File: config.mk
export PLATFORM = sky130hd
export DESIGN_NAME = serial_frame_receiver_flat
export DESIGN_NICKNAME = d
export VERILOG_FILES = /design/src/design/sfr_pkg.sv /design/src/design/sfr_if.sv /design/src/design/sfr_cfg_regs.sv /design/src/design/sfr_in_stage.sv /design/src/design/sfr_parser.sv /design/src/design/sfr_out_stage.sv /design/src/design/serial_frame_receiver.sv /design/src/flat_wrapper.sv
export VERILOG_INCLUDE_DIRS = /design/src /design/src/design
export SDC_FILE = /design/constraint.sdc
export NUM_CORES = 1
export LEC_CHECK = 0
export CAP_MARGIN = 20
export CORE_ASPECT_RATIO = 1.25
export CORE_MARGIN = 4
export CORE_UTILIZATION = 60
export CTS_BUF_LIST = sky130_fd_sc_hd__clkbuf_8
export CTS_CLUSTER_SIZE = 14
export DETAILED_ROUTE_END_ITERATION = 10
export DONT_BUFFER_PORTS = 1
export PLACE_DENSITY_LB_ADDON = 0.25
export SYNTH_ARGS = -nofsm -noshare
export SYNTH_HDL_FRONTEND = slang
export SYNTH_SLANG_ARGS = --single-unit
export TNS_END_PERCENT = 50
File: constraint.sdc
create_clock -name clk -period 4.9 [get_ports clk]
set_input_delay 0.245 -clock clk [delete_from_list [all_inputs] [get_ports clk]]
set_output_delay 0.245 -clock clk [all_outputs]
set_load 0.005 [all_outputs]
File: src/design/serial_frame_receiver_defines.svh
// Assertion macros used by the serial frame receiver top level.
`ifndef SERIAL_FRAME_RECEIVER_DEFINES_SVH
`define SERIAL_FRAME_RECEIVER_DEFINES_SVH

// Same-cycle implication, checked at every rising clk edge outside reset.
`define SFR_ASSERT_NOW(label, clk, rst_n, ante, cons) \
    label: assert property (@(posedge clk) disable iff (!rst_n) (ante) |-> (cons)) \
        else $error("serial_frame_receiver: same-cycle check failed");

// Next-cycle implication, checked at every rising clk edge outside reset.
`define SFR_ASSERT_NEXT(label, clk, rst_n, ante, cons) \
    label: assert property (@(posedge clk) disable iff (!rst_n) (ante) |=> (cons)) \
        else $error("serial_frame_receiver: next-cycle check failed");

`endif

File: src/design/sfr_pkg.sv
// Shared types and constants of the serial frame receiver.
package sfr_pkg;

    localparam int INDEX_BITS   = 11;
    localparam int BYTE_W       = 8;
    localparam int LEN_W        = 16;
    localparam int SUM_W        = 16;
    localparam int BODY_INDEX_W = 11;
    localparam int CFG_INDEX_W  = 3;
    localparam int CFG_DATA_W   = 16;

    // Largest body count the index counter can hold.
    localparam logic [LEN_W-1:0] COUNT_CAP = LEN_W'((1 << INDEX_BITS) - 1);

    typedef enum logic [CFG_INDEX_W-1:0] {
        CFG_START_FIRST  = 3'd0,
        CFG_START_SECOND = 3'd1,
        CFG_END_BYTE     = 3'd2,
        CFG_MIN_LEN      = 3'd3,
        CFG_MAX_LEN      = 3'd4,
        CFG_TRAILER_LEN  = 3'd5
    } sfr_cfg_index_t;

    typedef enum logic [1:0] {
        ST_OK   = 2'd0,
        ST_LEN  = 2'd1,
        ST_CSUM = 2'd2,
        ST_ENDD = 2'd3
    } sfr_status_t;

    typedef struct packed {
        logic [BYTE_W-1:0] start_first;
        logic [BYTE_W-1:0] start_second;
        logic [BYTE_W-1:0] end_byte;
        logic [LEN_W-1:0]  min_len;
        logic [LEN_W-1:0]  max_len;
        logic [LEN_W-1:0]  trailer_len;
    } sfr_cfg_t;

    typedef struct packed {
        logic                    body_valid;
        logic [BYTE_W-1:0]       body_byte;
        logic [BODY_INDEX_W-1:0] body_index;
        logic                    frame_done;
        sfr_status_t             frame_status;
    } sfr_result_t;

    // Input register contents handed to the parser.
    typedef struct packed {
        logic              valid;
        logic [BYTE_W-1:0] rx_byte;
    } sfr_held_t;

endpackage

File: src/design/sfr_if.sv
// Stream interfaces: received bytes in, frame results out.
interface sfr_in_if;
    import sfr_pkg::*;

    logic              valid;
    logic              ready;
    logic [BYTE_W-1:0] rx_byte;

    modport source (output valid, output rx_byte, input ready);
    modport sink   (input valid, input rx_byte, output ready);
endinterface

interface sfr_out_if;
    import sfr_pkg::*;

    logic                    valid;
    logic                    ready;
    logic                    body_valid;
    logic [BYTE_W-1:0]       body_byte;
    logic [BODY_INDEX_W-1:0] body_index;
    logic                    frame_done;
    logic [1:0]              frame_status;

    modport source (output valid, output body_valid, output body_byte, output body_index,
                    output frame_done, output frame_status, input ready);
    modport sink   (input valid, input body_valid, input body_byte, input body_index,
                    input frame_done, input frame_status, output ready);
endinterface

File: src/design/sfr_cfg_regs.sv
// Configuration register file with plain write port.
module sfr_cfg_regs (
    input  logic                            clk,
    input  logic                            rst_n,
    input  logic                            cfg_we,
    input  logic [sfr_pkg::CFG_INDEX_W-1:0] cfg_index,
    input  logic [sfr_pkg::CFG_DATA_W-1:0]  cfg_data,
    output sfr_pkg::sfr_cfg_t               cfg
);
    import sfr_pkg::*;

    sfr_cfg_t cfg_reg;

    always_ff @(posedge clk or negedge rst_n)
    begin
        if (!rst_n)
        begin
            cfg_reg.start_first  <= 8'hAA;
            cfg_reg.start_second <= 8'h55;
            cfg_reg.end_byte     <= 8'h0D;
            cfg_reg.min_len      <= 16'd4;
            cfg_reg.max_len      <= 16'd1036;
            cfg_reg.trailer_len  <= 16'd3;
        end
        else if (cfg_we)
        begin
            unique case (sfr_cfg_index_t'(cfg_index))
                CFG_START_FIRST:  cfg_reg.start_first  <= cfg_data[BYTE_W-1:0];
                CFG_START_SECOND: cfg_reg.start_second <= cfg_data[BYTE_W-1:0];
                CFG_END_BYTE:     cfg_reg.end_byte     <= cfg_data[BYTE_W-1:0];
                CFG_MIN_LEN:      cfg_reg.min_len      <= cfg_data[LEN_W-1:0];
                CFG_MAX_LEN:      cfg_reg.max_len      <= cfg_data[LEN_W-1:0];
                CFG_TRAILER_LEN:  cfg_reg.trailer_len  <= cfg_data[LEN_W-1:0];
                default:          ;  // unmapped index: write dropped
            endcase
        end
    end

    assign cfg = cfg_reg;
endmodule

File: src/design/sfr_in_stage.sv
// Input register: holds one received byte until the parser consumes it.
module sfr_in_stage (
    input  logic               clk,
    input  logic               rst_n,
    sfr_in_if.sink             rx,
    input  logic               fire,
    output sfr_pkg::sfr_held_t held
);
    import sfr_pkg::*;

    logic              valid_reg;
    logic [BYTE_W-1:0] byte_reg;
    logic              take;

    // Refill in the same cycle the held byte moves on.
    assign rx.ready = !valid_reg || fire;
    assign take     = rx.valid && rx.ready;

    always_ff @(posedge clk or negedge rst_n)
    begin
        if (!rst_n)
        begin
            valid_reg <= 1'b0;
        end
        else if (take)
        begin
            valid_reg <= 1'b1;
        end
        else if (fire)
        begin
            valid_reg <= 1'b0;
        end
    end

    always_ff @(posedge clk)
    begin
        if (take)
        begin
            byte_reg <= rx.rx_byte;
        end
    end

    assign held.valid   = valid_reg;
    assign held.rx_byte = byte_reg;
endmodule

File: src/design/sfr_parser.sv
// Frame parser: phase machine, running checksum, length and body counter.
module sfr_parser (
    input  logic                      clk,
    input  logic                      rst_n,
    input  logic                      fire,
    input  logic [sfr_pkg::BYTE_W-1:0] rx_byte,
    input  sfr_pkg::sfr_cfg_t         cfg,
    output sfr_pkg::sfr_result_t      result
);
    import sfr_pkg::*;

    typedef enum logic [7:0] {
        PH_SD0  = 8'b0000_0001,
        PH_SD1  = 8'b0000_0010,
        PH_LEN0 = 8'b0000_0100,
        PH_LEN1 = 8'b0000_1000,
        PH_BODY = 8'b0001_0000,
        PH_CS0  = 8'b0010_0000,
        PH_CS1  = 8'b0100_0000,
        PH_END  = 8'b1000_0000
    } sfr_phase_t;

    sfr_phase_t              phase_reg, phase_next;
    logic [SUM_W-1:0]        sum_reg, sum_next;
    logic [LEN_W-1:0]        len_reg, len_next;
    logic [INDEX_BITS-1:0]   count_reg, count_next;

    logic [SUM_W-1:0]        sum_add;
    logic [LEN_W-1:0]        len_full;
    logic [LEN_W-1:0]        limit;
    logic [LEN_W-1:0]        count_ext;
    logic [LEN_W-1:0]        count_new_ext;
    logic                    store;
    logic                    body_finished;

    assign sum_add   = sum_reg + SUM_W'(rx_byte);
    assign len_full  = {rx_byte, len_reg[BYTE_W-1:0]};
    assign limit     = (cfg.max_len < COUNT_CAP) ? cfg.max_len : COUNT_CAP;
    assign count_ext = LEN_W'(count_reg);
    assign store     = count_ext < limit;
    assign count_new_ext = store ? count_ext + LEN_W'(1) : count_ext;

    // Body done once length minus trailer bytes are counted or the store
    // limit is reached; a length not above the trailer still takes one body byte.
    assign body_finished = (len_reg <= cfg.trailer_len) ||
                           ((len_reg - cfg.trailer_len) <= count_new_ext) ||
                           (count_new_ext >= limit);

    always_comb
    begin
        phase_next = phase_reg;
        sum_next   = sum_reg;
        len_next   = len_reg;
        count_next = count_reg;
        result     = '0;

        unique case (phase_reg)
            PH_SD0:
            begin
                if (rx_byte == cfg.start_first)
                begin
                    phase_next = PH_SD1;
                    sum_next   = SUM_W'(rx_byte);
                    count_next = '0;
                end
            end
            PH_SD1:
            begin
                if (rx_byte == cfg.start_second)
                begin
                    phase_next = PH_LEN0;
                    sum_next   = sum_add;
                end
                else
                begin
                    phase_next = PH_SD0;
                end
            end
            PH_LEN0:
            begin
                len_next   = LEN_W'(rx_byte);
                sum_next   = sum_add;
                phase_next = PH_LEN1;
            end
            PH_LEN1:
            begin
                len_next = len_full;
                if ((len_full < cfg.min_len) || (len_full > cfg.max_len))
                begin
                    phase_next          = PH_SD0;
                    result.frame_done   = 1'b1;
                    result.frame_status = ST_LEN;
                end
                else
                begin
                    sum_next   = sum_add;
                    phase_next = PH_BODY;
                end
            end
            PH_BODY:
            begin
                if (store)
                begin
                    result.body_valid = 1'b1;
                    result.body_byte  = rx_byte;
                    result.body_index = BODY_INDEX_W'(count_reg);
                    count_next        = INDEX_BITS'(count_new_ext);
                end
                sum_next = sum_add;
                if (body_finished)
                begin
                    phase_next = PH_CS0;
                end
            end
            PH_CS0:
            begin
                if (sum_reg[7:0] == rx_byte)
                begin
                    phase_next = PH_CS1;
                end
                else
                begin
                    phase_next          = PH_SD0;
                    result.frame_done   = 1'b1;
                    result.frame_status = ST_CSUM;
                end
            end
            PH_CS1:
            begin
                if (sum_reg[15:8] == rx_byte)
                begin
                    phase_next = PH_END;
                end
                else
                begin
                    phase_next          = PH_SD0;
                    result.frame_done   = 1'b1;
                    result.frame_status = ST_CSUM;
                end
            end
            PH_END:
            begin
                phase_next          = PH_SD0;
                result.frame_done   = 1'b1;
                result.frame_status = (rx_byte == cfg.end_byte) ? ST_OK : ST_ENDD;
            end
            default:
            begin
                phase_next = PH_SD0;
            end
        endcase
    end

    always_ff @(posedge clk or negedge rst_n)
    begin
        if (!rst_n)
        begin
            phase_reg <= PH_SD0;
            sum_reg   <= '0;
            len_reg   <= '0;
            count_reg <= '0;
        end
        else if (fire)
        begin
            phase_reg <= phase_next;
            sum_reg   <= sum_next;
            len_reg   <= len_next;
            count_reg <= count_next;
        end
    end
endmodule

File: src/design/sfr_out_stage.sv
// Result register feeding the output channel.
module sfr_out_stage (
    input  logic                 clk,
    input  logic                 rst_n,
    input  logic                 fire,
    input  sfr_pkg::sfr_result_t result,
    output logic                 can_load,
    sfr_out_if.source            res
);
    import sfr_pkg::*;

    logic        valid_reg;
    sfr_result_t data_reg;

    assign can_load = !valid_reg || res.ready;

    always_ff @(posedge clk or negedge rst_n)
    begin
        if (!rst_n)
        begin
            valid_reg <= 1'b0;
        end
        else if (fire)
        begin
            valid_reg <= 1'b1;
        end
        else if (res.ready)
        begin
            valid_reg <= 1'b0;
        end
    end

    always_ff @(posedge clk)
    begin
        if (fire)
        begin
            data_reg <= result;
        end
    end

    assign res.valid        = valid_reg;
    assign res.body_valid   = data_reg.body_valid;
    assign res.body_byte    = data_reg.body_byte;
    assign res.body_index   = data_reg.body_index;
    assign res.frame_done   = data_reg.frame_done;
    assign res.frame_status = data_reg.frame_status;
endmodule

File: src/design/serial_frame_receiver.sv
// Top level of the serial frame receiver.
//
//  channel  | dir | handshake       | payload
//  ---------+-----+-----------------+----------------------------------------------
//  rx       | in  | valid / ready   | rx_byte
//  result   | out | valid / ready   | body_valid body_byte body_index frame_done
//           |     |                 | frame_status
//  cfg      | in  | cfg_we only     | cfg_index cfg_data (write only)
//
// Every byte transfer on rx yields exactly one result transfer: rx_byte
// lands in the input register, then the parser decodes it into the result
// register. One byte per cycle sustained while result does not stall; the
// parser updates phase, 16-bit sum, length and body counter for each byte
// as it moves from the input register to the result register.
// Reset (rst_n low, async) empties both registers, returns to hunting for
// the first start byte and loads the default delimiters and limits.
// A stall on result holds the result register; the input register still
// takes a byte if it is empty, then rx.ready drops until result drains.

`include "serial_frame_receiver_defines.svh"

module serial_frame_receiver (
    input  logic                            clk,
    input  logic                            rst_n,
    input  logic                            cfg_we,
    input  logic [sfr_pkg::CFG_INDEX_W-1:0] cfg_index,
    input  logic [sfr_pkg::CFG_DATA_W-1:0]  cfg_data,
    sfr_in_if.sink                          rx,
    sfr_out_if.source                       result
);
    import sfr_pkg::*;

    sfr_cfg_t    cfg;
    sfr_held_t   held;
    sfr_result_t parsed;
    logic        can_load;
    logic        fire;

    // A held byte moves through the parser whenever the result slot frees.
    assign fire = held.valid && can_load;

    sfr_cfg_regs u_cfg (
        .clk       (clk),
        .rst_n     (rst_n),
        .cfg_we    (cfg_we),
        .cfg_index (cfg_index),
        .cfg_data  (cfg_data),
        .cfg       (cfg)
    );

    sfr_in_stage u_in (
        .clk   (clk),
        .rst_n (rst_n),
        .rx    (rx),
        .fire  (fire),
        .held  (held)
    );

    sfr_parser u_parser (
        .clk     (clk),
        .rst_n   (rst_n),
        .fire    (fire),
        .rx_byte (held.rx_byte),
        .cfg     (cfg),
        .result  (parsed)
    );

    sfr_out_stage u_out (
        .clk      (clk),
        .rst_n    (rst_n),
        .fire     (fire),
        .result   (parsed),
        .can_load (can_load),
        .res      (result)
    );

    // A body byte never closes a frame in the same result.
    `SFR_ASSERT_NOW(a_body_not_done, clk, rst_n,
        result.valid && result.body_valid, !result.frame_done)
    // rx backpressure only while a byte is held.
    `SFR_ASSERT_NOW(a_ready_means_room, clk, rst_n, !rx.ready, held.valid)
    // A stalled result slot blocks the parser.
    `SFR_ASSERT_NOW(a_no_fire_on_stall, clk, rst_n,
        result.valid && !result.ready, !fire)
    // A parser step always leaves a result behind.
    `SFR_ASSERT_NEXT(a_fire_fills_out, clk, rst_n, fire, result.valid)
endmodule

File: src/flat_wrapper.sv
// flat-port wrapper written by rule: the top's interface ports become plain ports
module serial_frame_receiver_flat import sfr_pkg::*;
  (clk, rst_n, cfg_we, cfg_index, cfg_data, rx_valid, rx_rx_byte, rx_ready, result_valid, result_body_valid, result_body_byte, result_body_index, result_frame_done, result_frame_status, result_ready);
  sfr_in_if rx_i ();
  sfr_out_if result_i ();
  input  logic clk;
  input  logic rst_n;
  input  logic cfg_we;
  input  logic [sfr_pkg::CFG_INDEX_W-1:0] cfg_index;
  input  logic [sfr_pkg::CFG_DATA_W-1:0] cfg_data;
  input wire logic [$bits(rx_i.valid)-1:0] rx_valid;
  input wire logic [$bits(rx_i.rx_byte)-1:0] rx_rx_byte;
  output wire logic [$bits(rx_i.ready)-1:0] rx_ready;
  output wire logic [$bits(result_i.valid)-1:0] result_valid;
  output wire logic [$bits(result_i.body_valid)-1:0] result_body_valid;
  output wire logic [$bits(result_i.body_byte)-1:0] result_body_byte;
  output wire logic [$bits(result_i.body_index)-1:0] result_body_index;
  output wire logic [$bits(result_i.frame_done)-1:0] result_frame_done;
  output wire logic [$bits(result_i.frame_status)-1:0] result_frame_status;
  input wire logic [$bits(result_i.ready)-1:0] result_ready;
  assign rx_i.valid = rx_valid;
  assign rx_i.rx_byte = rx_rx_byte;
  assign rx_ready = rx_i.ready;
  assign result_valid = result_i.valid;
  assign result_body_valid = result_i.body_valid;
  assign result_body_byte = result_i.body_byte;
  assign result_body_index = result_i.body_index;
  assign result_frame_done = result_i.frame_done;
  assign result_frame_status = result_i.frame_status;
  assign result_i.ready = result_ready;
  serial_frame_receiver u_core (.clk(clk), .rst_n(rst_n), .cfg_we(cfg_we), .cfg_index(cfg_index), .cfg_data(cfg_data), .rx(rx_i), .result(result_i));
endmodule
==> metrics.md <==
| Metric | Value |
|---|---|
| Floorplan die width | 122 um |
| Data arrival time of the critical path | 4.97 ns |
| Final Hold Vio Count | 0 |
| Largest net degree at the start of global routing | 126 |
| Synth Flop Type | dfrtp_1 |
| FMAX | 216 MHz |
| Worst R2R Start | u_core.u_cfg.cfg[29] |
| Net Sw Frac | 0.337 |
| Synth area leaders | dfrtp_1 (28%), ha_1 (11%), edfxtp_1 (9.6%) |
| Share of power burned in registers | 0.403 |
| Count leader, synth | dfrtp_1 |
| WS Path Type | reg2reg |
| Mapped Area | ~9700 um2 |
| Area Overhead vs Synth | 12.0% |
| Combinational share of power | 0.336 |
| Initial antenna violation count | 3 |
| Final setup violation count | 0 |
| Port bufs | 0 |
| # fillers | 1230 |
| Syn Nets | 1070 |
| Yosys cell types | 69 |
| Start point of the critical path | u_core.u_cfg.cfg[29] |
| CP Max Fanout | 7 |
| Core footprint | ~16000 um2 |
| RR Endpoint | u_core.u_parser.phase_reg[4] |
| First-pass GRT wire length | 37600 um |
| Critical path startpoint category | flip-flop |
| Cell Rows | 51 |
| Clock Pin Slew Worst Setup and Hold Paths | 0.09 ns |
| Slew HR | 0.340 |
| Max Cap Violations | 0 |
| Die Height | around 150 um |
| Setup ws final | ~0.27 ns |
| Worst Path Buf+Inv | 0 |
| Total Power | 4.29 mW |
| Antenna Nets Post-Route | 0 |
| Critical Path RT | ~5.3 ns |
| Minimum clock period | 4.63 ns |
| Int Pwr | 2.84 mW |
| Register-to-Register Path Depth | 21 |
| Fraction of layout cells with a size suffix above 1 | 0.165 |
| Crit-path most repeated cell | and3_1 |
| H-tree depth | 4 |
| DRT Wirelength | 23000 um |
| GR Overflow Total | 0 |
| Vias in the first global route | approximately 7300 |
| Post-synth EDFFs | 31 |
| FF+latch count, synth | 156 |
| Skew final | 0.0173 ns |
| Drt pass-1 iters | 5 |
| Worst Max-Slew Pin Slew | 0.985 ns |
| Syn Area/Cell | 10.2 um2 |
| CP Cell Sequence | nor3_4, nand2_2, nor2_1, ha_1, and3_1, a221oi_2, o211ai_1, a31oi_4, and3_1, and3_1, nand2_1, xor2_1, ha_1, a21o_1, a21o_1, a21oi_2, nand2_1, o21a_1, a2111oi_4, o31ai_4, a22o_1 |
| Initial DRC count | about 460 |
| Clock Power Share | 0.262 |
| Slowest-stage cell, CP | dfrtp_1 |
| Root buf cell | clkbuf_8 |
| Placed wire-length estimate | approximately 17000 um |
| Commonest cells post-synth | dfrtp_1 (107), ha_1 (88), inv_1 (77) |
| Syn. warnings | 0 |
| Worst setup endpoint | u_core.u_parser.phase_reg[4] |
| Max reg flops | 72 |
| Fin crit share | 0.944 |
| GPL Wtd Cong | a little under 1 |
| Starting density of the core | 0.617 |
| TritonCTS clock tree | yes |
| Final Slew Violations | 0 |
| Largest area contributor in the netlist | dfrtp_1 |
| Leakage | 4.81 nW |
| Clk buf depth | 2 |
| Sequential area share after synthesis | 0.421 |
| Nets@finish | 1109 |
| Post-synth top area share | 0.276 |
| Ys async rst share | 0.801 |
| Cells after Synth | roughly 950 |
| P_sw | 1.45 mW |
| Outcome | finished, final reports clean |
| GRT Overall Usage | 0.267 |
| Vias per Instance | 5.97 |
| Cts bufs inserted | 17 |
| Max VDD drop | 0.269 mV |
| Reg2Reg Setup Slack | 0.27 ns |
| Worst Hold Class | in2reg |
| Pwr dens | between 300 and 400 nW/um2 |
| Post-route setup TNS | 0 ns |
| DR vias | 7251 |
| IO Count | 57 |
| Crit-path max cell delay | roughly 0.42 ns |
| Crit. End Element | flip-flop |
| DRC | 0 |
| Skew-Pair Late Insertion Delay | 0.46 ns |
| Setup slack at placement | -0.00102 ns |
| Worst path depth | 21 |
| Clock tree sinks | 156 |
| Die area | 18300 um2 |
| Worst path top cell family by delay | compound AO/OA/AOI/OAI gates |
| Drt wl/cell | 19.0 um |
stage by stage:
step | hold WS (ns) | instance area [um2] | util | instances
4_1_cts | 0.102 | 10800 | 0.685 | 1209
3_5_place_dp | -0.0438 | 9970 | 0.635 | 1148
5_1_grt | 0.116 | 10800 | 0.691 | 1214
2_1_floorplan | -0.0506 | 9690 | - | 948
3_3_place_gp | -0.0437 | 9970 | 0.635 | 1148
6_report | 0.138 | 10800 | 0.691 | 1214
final cells by class:
cell class | instances | area (um2) | share of cell area
flip-flops and latches | 156 | 4080 | 0.376
well taps | 212 | 265 | 0.0245
diodes | 2 | 5.00 | 0.000461
inverters | 77 | 289 | 0.0266
repair buffers | 53 | 492 | 0.0453
multi-input cells | 682 | 5250 | 0.484
clock buffers | 18 | 248 | 0.0228
clock inverters | 14 | 214 | 0.0197
power groups by stage:
stage,clock network (mW),registers [mW],logic [mW]
CTS,1.15,1.72,1.42
global route,1.20,1.75,1.61
detailed placement,0,1.75,1.35
floorplan,0,1.68,1.08
finish,1.12,1.73,1.44
global placement,0,1.74,1.32
repair_timing:
item | 4_1_cts | 5_1_grt
endpoints found under the hold margin | 207 | 0
setup endpoints to repair | 1 | 4
hold buffers | 29 | 0
gates resized for setup | 1 | 16
pin swaps | 0 | 7
buffers inserted | 0 | 3
per-layer routing:
metal  wire, um  vias up  track usage
met3       1180       53       0.0594
met5         13        -            0
met4        866        2        0.123
li1           -     3487            -
met2      11300      208        0.444
met1       9700     3501        0.332
cell usage in the layout (no fill, tap or decap), drive strengths merged, types with 23 or more instances in the layout:
cell type    count
dfrtp          107
ha              88
inv             82
nand2           73
o21ai           70
mux2            59
xnor2           55
a21oi           43
nor2            41
edfxtp          31
dlygate4sd3     28
and2            25
buf             25
nand4           23
worst min-delay path by stage:
stage,start,end,cells past startpoint
final,cfg_index[2],u_core.u_cfg.cfg[66],2
after global routing,cfg_index[2],u_core.u_cfg.cfg[66],2
after CTS,cfg_index[2],u_core.u_cfg.cfg[66],2
after detailed placement,rst_n,u_core.u_parser.phase_reg[7],0
after global placement,rst_n,u_core.u_parser.phase_reg[7],0
after floorplan,rst_n,u_core.u_cfg.cfg[10],0
kinds of logic after synthesis:
logic type / synth area share
xor+xnor: 0.0568
buf+inv: 0.0442
simple gates: 0.142
fa+ha+maj: 0.118
flops: 0.421
mux: 0.0779
other cells: 0.000387
compound gates: 0.140
(Power assumes the default switching activity.)
